--- src/rtl/kdrc_pkg.sv ---
// types and constants shared by the known-device rssi capture block
`default_nettype none

package kdrc_pkg;

    // field widths fixed by the item format
    localparam int MAC_W   = 48;
    localparam int ID_W    = 16;
    localparam int RSSI_W  = 8;
    localparam int SLOT_W  = 5;
    localparam int COUNT_W = 6;
    localparam int CFG_W   = 8;

    // reset value of the rssi threshold
    localparam logic signed [RSSI_W-1:0] MIN_RSSI_RESET = -8'sd120;

    // action codes of an input beat
    typedef enum logic [1:0] {
        ACT_LOAD   = 2'd0,
        ACT_CLEAR  = 2'd1,
        ACT_REPORT = 2'd2,
        ACT_DRAIN  = 2'd3
    } t_action;

    // configuration register indexes
    typedef enum logic {
        CFG_MIN_RSSI = 1'b0,
        CFG_ENTRIES  = 1'b1
    } t_cfg_idx;

    // control broadcast from the sequencer to every cell
    typedef struct packed {
        logic                     load;
        logic [SLOT_W-1:0]        slot;
        logic [MAC_W-1:0]         load_mac;
        logic [ID_W-1:0]          load_id;
        logic                     clear;
        logic                     look;
        logic [MAC_W-1:0]         key_mac;
        logic signed [RSSI_W-1:0] key_rssi;
        logic [COUNT_W-1:0]       limit;
        logic                     shift;
    } t_cell_ctrl;

    // per-cell status gathered by the sequencer
    typedef struct packed {
        logic                     win;
        logic                     is_new;
        logic                     emit;
        logic                     last;
        logic [ID_W-1:0]          id;
        logic signed [RSSI_W-1:0] rssi;
    } t_cell_stat;

endpackage

`default_nettype wire

--- src/rtl/known_device_rssi_capture_top.sv ---
// top level: command sequencer, configuration registers and the row of slot cells
//
//  channel   | signals                                      | transfer
//  ----------+----------------------------------------------+---------------------------
//  command   | start, busy, i_action .. i_rssi              | start && !busy at clk edge
//  result    | o_strobe, o_found .. o_last                  | beat when o_strobe, no stall
//  config    | i_cfg_we, i_cfg_idx, i_cfg_data              | i_cfg_we at clk edge
//
// load and clear finish at the accepting edge and give no result.
// report: lookup in the LOOK state, result strobed on the cycle after it; busy in LOOK.
// drain: the token walks the cell row one slot per cycle, one result beat for each
// seen slot; with nothing seen a single beat follows at once.
// active-low sync reset: seen flags, count, limit, control cleared; threshold preset.
`default_nettype none

module known_device_rssi_capture_top #(
    parameter int MAX_DEVICES = 32
) (
    input  wire                                 i_clk,
    input  wire                                 i_rst_n,
    input  wire                                 start,
    output logic                                busy,
    input  wire  [1:0]                          i_action,
    input  wire  [kdrc_pkg::SLOT_W-1:0]         i_slot,
    input  wire  [kdrc_pkg::MAC_W-1:0]          i_mac,
    input  wire  [kdrc_pkg::ID_W-1:0]           i_device_id,
    input  wire  signed [kdrc_pkg::RSSI_W-1:0]  i_rssi,
    input  wire                                 i_cfg_we,
    input  wire                                 i_cfg_idx,
    input  wire  [kdrc_pkg::CFG_W-1:0]          i_cfg_data,
    output logic                                o_strobe,
    output logic                                o_found,
    output logic [kdrc_pkg::SLOT_W-1:0]         o_match_slot,
    output logic                                o_is_new,
    output logic [kdrc_pkg::COUNT_W-1:0]        o_seen_count,
    output logic [kdrc_pkg::ID_W-1:0]           o_out_id,
    output logic signed [kdrc_pkg::RSSI_W-1:0]  o_out_rssi,
    output logic                                o_item_valid,
    output logic                                o_last
);

    typedef enum logic [2:0] {
        ST_IDLE  = 3'b001,
        ST_LOOK  = 3'b010,
        ST_DRAIN = 3'b100
    } t_state;

    t_state r_state, n_state;

    logic signed [kdrc_pkg::RSSI_W-1:0] r_min_rssi;
    logic [kdrc_pkg::COUNT_W-1:0]       r_entries;
    logic [kdrc_pkg::COUNT_W-1:0]       r_count;
    logic [kdrc_pkg::MAC_W-1:0]         r_key_mac;
    logic signed [kdrc_pkg::RSSI_W-1:0] r_key_rssi;
    logic                               r_pass;

    logic                                r_strobe;
    logic                                r_found;
    logic [kdrc_pkg::SLOT_W-1:0]         r_match_slot;
    logic                                r_is_new;
    logic [kdrc_pkg::COUNT_W-1:0]        r_seen_count;
    logic [kdrc_pkg::ID_W-1:0]           r_out_id;
    logic signed [kdrc_pkg::RSSI_W-1:0]  r_out_rssi;
    logic                                r_item_valid;
    logic                                r_last;

    logic                 w_accept;
    kdrc_pkg::t_action    w_action;
    logic                 w_drain_go;
    logic                 w_drain_empty;
    kdrc_pkg::t_cell_ctrl w_ctrl;

    logic [MAX_DEVICES:0] w_hit;
    logic [MAX_DEVICES:0] w_seen;
    logic [MAX_DEVICES:0] w_tok;
    kdrc_pkg::t_cell_stat w_stat [MAX_DEVICES];

    // gathered cell status
    logic                               w_win_any;
    logic                               w_new_any;
    logic [kdrc_pkg::SLOT_W-1:0]        w_win_slot;
    logic                               w_emit_any;
    logic                               w_last_any;
    logic [kdrc_pkg::ID_W-1:0]          w_emit_id;
    logic [kdrc_pkg::RSSI_W-1:0]        w_emit_rssi;
    logic [kdrc_pkg::COUNT_W-1:0]       w_count_next;

    assign w_accept      = start && !busy;
    assign w_action      = kdrc_pkg::t_action'(i_action);
    assign w_drain_go    = w_accept && (w_action == kdrc_pkg::ACT_DRAIN) && w_seen[0];
    assign w_drain_empty = w_accept && (w_action == kdrc_pkg::ACT_DRAIN) && !w_seen[0];
    assign busy          = (r_state != ST_IDLE);

    // broadcast to the cells
    always_comb begin
        w_ctrl          = '0;
        w_ctrl.load     = w_accept && (w_action == kdrc_pkg::ACT_LOAD);
        w_ctrl.slot     = i_slot;
        w_ctrl.load_mac = i_mac;
        w_ctrl.load_id  = i_device_id;
        w_ctrl.clear    = w_accept && (w_action == kdrc_pkg::ACT_CLEAR);
        w_ctrl.look     = (r_state == ST_LOOK) && r_pass;
        w_ctrl.key_mac  = r_key_mac;
        w_ctrl.key_rssi = r_key_rssi;
        w_ctrl.limit    = r_entries;
        w_ctrl.shift    = w_drain_go || (r_state == ST_DRAIN);
    end

    assign w_hit[0]           = 1'b0;
    assign w_seen[MAX_DEVICES] = 1'b0;
    assign w_tok[0]           = w_drain_go;

    // row of slot cells
    for (genvar g = 0; g < MAX_DEVICES; g++) begin : g_cell
        kdrc_cell #(
            .CELL_IDX (g)
        ) u_cell (
            .i_clk        (i_clk),
            .i_rst_n      (i_rst_n),
            .i_ctrl       (w_ctrl),
            .i_hit        (w_hit[g]),
            .o_hit        (w_hit[g+1]),
            .i_later_seen (w_seen[g+1]),
            .o_seen_chain (w_seen[g]),
            .i_tok        (w_tok[g]),
            .o_tok        (w_tok[g+1]),
            .o_stat       (w_stat[g])
        );
    end

    // or-reduce the one-hot cell outputs
    always_comb begin
        w_win_any   = 1'b0;
        w_new_any   = 1'b0;
        w_win_slot  = '0;
        w_emit_any  = 1'b0;
        w_last_any  = 1'b0;
        w_emit_id   = '0;
        w_emit_rssi = '0;
        for (int k = 0; k < MAX_DEVICES; k++) begin
            w_win_any   = w_win_any | w_stat[k].win;
            w_new_any   = w_new_any | w_stat[k].is_new;
            w_win_slot  = w_win_slot | (w_stat[k].win ? kdrc_pkg::SLOT_W'(k) : '0);
            w_emit_any  = w_emit_any | w_stat[k].emit;
            w_last_any  = w_last_any | w_stat[k].last;
            w_emit_id   = w_emit_id | w_stat[k].id;
            w_emit_rssi = w_emit_rssi | w_stat[k].rssi;
        end
    end

    assign w_count_next = r_count + kdrc_pkg::COUNT_W'(w_new_any);

    // sequencer
    always_comb begin
        n_state = r_state;
        unique case (r_state)
            ST_IDLE: begin
                if (w_accept && (w_action == kdrc_pkg::ACT_REPORT)) begin
                    n_state = ST_LOOK;
                end else if (w_drain_go) begin
                    n_state = ST_DRAIN;
                end
            end
            ST_LOOK: begin
                n_state = ST_IDLE;
            end
            ST_DRAIN: begin
                if (w_tok[MAX_DEVICES]) begin
                    n_state = ST_IDLE;
                end
            end
            default: begin
                n_state = ST_IDLE;
            end
        endcase
    end

    // control registers
    always_ff @(posedge i_clk) begin
        if (!i_rst_n) begin
            r_state    <= ST_IDLE;
            r_min_rssi <= kdrc_pkg::MIN_RSSI_RESET;
            r_entries  <= '0;
            r_count    <= '0;
            r_strobe   <= 1'b0;
        end else begin
            r_state <= n_state;
            if (i_cfg_we) begin
                unique case (kdrc_pkg::t_cfg_idx'(i_cfg_idx))
                    kdrc_pkg::CFG_MIN_RSSI: r_min_rssi <= i_cfg_data;
                    kdrc_pkg::CFG_ENTRIES:  r_entries  <= i_cfg_data[kdrc_pkg::COUNT_W-1:0];
                    default: ;
                endcase
            end
            if (w_ctrl.clear) begin
                r_count <= '0;
            end else if (r_state == ST_LOOK) begin
                r_count <= w_count_next;
            end
            r_strobe <= (r_state == ST_LOOK) || w_emit_any || w_drain_empty;
        end
    end

    // report key capture
    always_ff @(posedge i_clk) begin
        if (w_accept && (w_action == kdrc_pkg::ACT_REPORT)) begin
            r_key_mac  <= i_mac;
            r_key_rssi <= i_rssi;
            r_pass     <= (i_rssi >= r_min_rssi);
        end
    end

    // result beat register
    always_ff @(posedge i_clk) begin
        if (r_state == ST_LOOK) begin
            r_found      <= w_win_any;
            r_match_slot <= w_win_slot;
            r_is_new     <= w_new_any;
            r_seen_count <= w_count_next;
            r_out_id     <= '0;
            r_out_rssi   <= '0;
            r_item_valid <= 1'b0;
            r_last       <= 1'b1;
        end else if (w_emit_any) begin
            r_found      <= 1'b0;
            r_match_slot <= '0;
            r_is_new     <= 1'b0;
            r_seen_count <= r_count;
            r_out_id     <= w_emit_id;
            r_out_rssi   <= w_emit_rssi;
            r_item_valid <= 1'b1;
            r_last       <= w_last_any;
        end else if (w_drain_empty) begin
            r_found      <= 1'b0;
            r_match_slot <= '0;
            r_is_new     <= 1'b0;
            r_seen_count <= r_count;
            r_out_id     <= '0;
            r_out_rssi   <= '0;
            r_item_valid <= 1'b0;
            r_last       <= 1'b1;
        end
    end

    assign o_strobe     = r_strobe;
    assign o_found      = r_found;
    assign o_match_slot = r_match_slot;
    assign o_is_new     = r_is_new;
    assign o_seen_count = r_seen_count;
    assign o_out_id     = r_out_id;
    assign o_out_rssi   = r_out_rssi;
    assign o_item_valid = r_item_valid;
    assign o_last       = r_last;

endmodule

`default_nettype wire

--- src/rtl/kdrc_cell.sv ---
// one table slot: stored address, id, rssi and seen flag with chain links
`default_nettype none

module kdrc_cell #(
    parameter int CELL_IDX = 0
) (
    input  wire                   i_clk,
    input  wire                   i_rst_n,
    input  kdrc_pkg::t_cell_ctrl  i_ctrl,
    input  wire                   i_hit,
    output logic                  o_hit,
    input  wire                   i_later_seen,
    output logic                  o_seen_chain,
    input  wire                   i_tok,
    output logic                  o_tok,
    output kdrc_pkg::t_cell_stat  o_stat
);

    localparam logic [6:0] IDX = 7'(CELL_IDX);

    logic [kdrc_pkg::MAC_W-1:0]         r_mac;
    logic [kdrc_pkg::ID_W-1:0]          r_id;
    logic signed [kdrc_pkg::RSSI_W-1:0] r_rssi;
    logic                               r_seen;
    logic                               r_tok;

    logic w_sel;
    logic w_match;
    logic w_win;
    logic w_emit;

    // slot decode and search window
    assign w_sel   = i_ctrl.load && ({2'b00, i_ctrl.slot} == IDX);
    assign w_match = (r_mac == i_ctrl.key_mac) && (IDX < {1'b0, i_ctrl.limit});
    assign w_win   = i_ctrl.look && w_match && !i_hit;
    assign w_emit  = r_tok && r_seen;

    // priority link: a lower slot that matched blocks this one
    assign o_hit        = i_hit || w_match;
    assign o_seen_chain = r_seen || i_later_seen;
    assign o_tok        = r_tok;

    assign o_stat.win    = w_win;
    assign o_stat.is_new = w_win && !r_seen;
    assign o_stat.emit   = w_emit;
    assign o_stat.last   = w_emit && !i_later_seen;
    assign o_stat.id     = w_emit ? r_id : '0;
    assign o_stat.rssi   = w_emit ? r_rssi : '0;

    // table contents
    always_ff @(posedge i_clk) begin
        if (w_sel) begin
            r_mac <= i_ctrl.load_mac;
            r_id  <= i_ctrl.load_id;
        end
        if (w_win) begin
            r_rssi <= i_ctrl.key_rssi;
        end
    end

    // seen flag and drain token
    always_ff @(posedge i_clk) begin
        if (!i_rst_n) begin
            r_seen <= 1'b0;
            r_tok  <= 1'b0;
        end else begin
            if (i_ctrl.clear) begin
                r_seen <= 1'b0;
            end else if (w_win) begin
                r_seen <= 1'b1;
            end
            r_tok <= i_ctrl.shift ? i_tok : 1'b0;
        end
    end

endmodule

`default_nettype wire

--- config.mk ---
export PLATFORM = sky130hd
export DESIGN_NAME = known_device_rssi_capture_top
export DESIGN_NICKNAME = d
export VERILOG_FILES = /design/src/rtl/kdrc_pkg.sv /design/src/rtl/known_device_rssi_capture_top.sv /design/src/rtl/kdrc_cell.sv
export SDC_FILE = /design/constraint.sdc
export NUM_CORES = 2
export LEC_CHECK = 0
export BUFFER_PORTS_ARGS = -buffer_cell sky130_fd_sc_hd__buf_2
export CAP_MARGIN = 30
export CORE_ASPECT_RATIO = 1.2
export CORE_MARGIN = 2
export CORE_UTILIZATION = 42
export CTS_CLUSTER_DIAMETER = 60
export DETAILED_ROUTE_END_ITERATION = 10
export HOLD_SLACK_MARGIN = 0.02
export PLACE_DENSITY = 0.66
export SETUP_SLACK_MARGIN = 0.15
export SYNTH_ARGS = -nofsm -noshare
export SYNTH_HDL_FRONTEND = slang
export SYNTH_SLANG_ARGS = --single-unit
--- constraint.sdc ---
create_clock -name i_clk -period 5.4 [get_ports i_clk]
set_clock_uncertainty 0.15 [all_clocks]
set_input_delay 0.27 -clock i_clk [delete_from_list [all_inputs] [get_ports i_clk]]
set_output_delay 0.27 -clock i_clk [all_outputs]
set_load 0.03 [all_outputs]
==> reports/metrics.cfg <==
[run_status]
status=complete, no violations

[clock_network]
cts_tree=yes
cts_buffer_depth=4
worstSkewPairLatency_ns=0.99
cts_buffers=242
clk_pin_slew_ns=0.06
clock_sink_count=2488
htreeDepth=4
clockRootBuffer=clkbuf_16

[global_routing]
grt_start_max_net_pins=65
grt_use_total_pct=30.7
grt_pass1_wl_um=514000
antenna_found_initial=32
grt_pass1_vias=60922
grt_overflow=0

[power_and_ir_drop]
p_clk_share_pct=41.8
swShare_pct=22.2
p_int_mw=30.6
leakage_nw=37.9
p_per_area_nw_per_um2=334
combPwrFrac_pct=4.3
switchingPower_mw=8.73
p_seq_share_pct=53.9
peakVddDrop_mv=0.341

[detailed_routing]
first_pass_iters=8
drt-initial-drc-count=12087
routed_wl_um=386000
drc=0
routedWlPerCell_um=37.5
vias_per_cell=6.34
route.vias.total=65210
antenna_left=0

[logic_synthesis]
yosysTopAreaCell=edfxtp_1
syn_nets=6360
yosysWarningCount=0
async_flop_share_pct=0
ys_seq_area_share_pct=72.6
synth_common_cells=2374 x edfxtp_1, 953 x xor2_1, 554 x xnor2_1
yosysMostFrequentCell=edfxtp_1
syn_inst=6258
ys_types=82
synth_ff_type=edfxtp_1
syn_area_per_cell_um2=16.2
synth-seq-cells=2488
synth_area_um2=101000
synth_edf_count=2374
synthTopCellsByArea=edfxtp_1 70%, xor2_1 8.2%, xnor2_1 4.8%
synth_top_area_share_pct=70.4

[timing]
relSlewSlack_pct=23.9
min_period_over_period_pct=96.9
fin_setup_tns_ns=0
fmax_mhz=191
rsz0062_at_grt=false
tightest_slew_ns=1.13
period_needed_ns=5.23
finalSetupViolCount=0
final_max_slew_viol_count=0
hold_viol=0

[die]
fp.dieW_um=452
start_util_pct=42.2
die_h_um=542
core_um2=240000
rows=197
num_io_pins=133
design.die.area_um2=245000

[worst_setup_path]
cp.arrival_ns=5.65
worstSetupPathType=flip-flop to flip-flop
cp_max_fo=12
cp.required_ns=5.82
cp-start-kind=flip-flop
setup.worst_path.end_class=flip-flop

[layout]
finalNonFillerCells=10278
final_util_pct=49.0
nets=6989
syn2layout_area_growth_pct=16.2
final_cell_area_um2=118000
layout-drive-gt1-share_pct=14.4

[placed_design]
dpl_cell_area_um2=109000
globalplace.congestion=0.967
dp.cells=9709
io_buffer_count=132
dp_hpwl_um=226000

[run]
maxCapViolCount=0

[min_path]
worstHoldPathType=input pin to flip-flop

[power by group through the flow]
stage          Sequential, mW  Combinational, mW  Clock (mW)
6_report                 21.2               1.70        16.4
5_1_grt                  21.2               1.68        17.2
2_1_floorplan            21.6              0.528           0
3_3_place_gp             21.6               1.54           0
4_1_cts                  21.2               1.63        16.5
3_5_place_dp             21.6               1.56           0
[worst max-delay path, cell delays in order (launching register included)]
cell and delay, ns:
edfxtp_1 0.47, buf_12 0.22, buf_4 0.22, xor2_1 0.17, nor4_1 0.60, nand4_1 0.27
nor3_1 0.45, buf_4 0.22, nand2_1 0.18, mux2i_1 0.27, o221ai_1 0.15, a22oi_1 0.25
nand4_1 0.27, buf_4 0.23, ha_1 0.19, ha_1 0.27, mux2_2 0.27
[layout make-up]
type                            count  area (um^2)
Multi-Input combinational cell   3391        25800
Clock buffer                      304         6380
Antenna cell                       20         50.0
Sequential cell                  2488        73600
Fill cell                       19992       122000
Timing Repair Buffer              705         6550
Inverter                           59          221
Tap cell                         3184         3980
Clock inverter                    127         1100
[placed cells by master (no fill, tap or decap), types with 112 or more instances in the layout]
cell type,n
nor4_1,364
edfxtp_1,2374
clkbuf_16,243
xnor2_1,554
a22o_1,112
xor2_1,953
dfxtp_1,114
buf_4,362
nand4_1,316
a22oi_1,166
a221oi_1,114
buf_2,131
[timing repair]
action	in CTS	in global routing
buffers inserted	0	3
hold buffers	110	0
setup endpoints to repair	2	2
endpoints found under the hold margin	1407	0
gates resized for setup	2	1
gates cloned	0	0
pin swaps	0	0
[cells by family (layout without fill, tap and decap cells)]
| logic type | Yosys count | count (layout) | synth area share, % |
|---|---|---|---|
| mux | 4 | 4 | 0.0420 |
| fa+ha+maj | 10 | 10 | 0.123 |
| buf+inv | 379 | 1195 | 2.27 |
| other cells | 0 | 20 | 0 |
| xor+xnor | 1507 | 1507 | 13.0 |
| compound gates | 571 | 571 | 4.38 |
| simple gates | 1299 | 1299 | 7.54 |
| flops | 2488 | 2488 | 72.6 |
[per-layer routing]
| layer | vias up | wire (um) | track usage [%] |
|---|---|---|---|
| li1 | 25343 | - | - |
| met1 | 32994 | 130000 | 38.9 |
| met2 | 5682 | 179000 | 49.8 |
| met3 | 1187 | 49700 | 5.80 |
| met4 | 4 | 26900 | 16.4 |
| met5 | - | 30 | 0 |
[registers in the layout (all words and copies together), names as in the netlist, 8 cells and up]
register / flops
g_cell.u_cell.r_mac: 1536
o_out_rssi: 8
o_out_id: 16
r_min_rssi: 8
g_cell.u_cell.r_seen: 32
g_cell.u_cell.o_tok: 32
g_cell.u_cell.r_rssi: 256
g_cell.u_cell.r_id: 512
r_key_mac: 48
r_key_rssi: 8
[per-stage QoR]
stage | hold slack [ns] | total power, mW | setup slack, ns
6_report | 0.0861 | 39.3 | 0.169
5_1_grt | 0.0701 | 40.1 | 0.153
4_1_cts | 0.0408 | 39.3 | 0.186
3_5_place_dp | 0.283 | 23.2 | 0.214
3_3_place_gp | 0.277 | 23.2 | 0.104
2_1_floorplan | 0.219 | 22.1 | 0.252
[final timing paths]
check                         start                 endpoint  slack, ns  depth (start not counted)
max reg2reg           r_key_mac[13]          o_seen_count[1]       0.17                         16
min                       i_rssi[7]            r_key_rssi[7]       0.09                          2
max                   r_key_mac[13]          o_seen_count[1]       0.17                         16
min reg2reg  g_cell[9].u_cell.o_tok  g_cell[10].u_cell.o_tok       0.23                          1
Note: power is estimated with default switching activity, not from simulation.
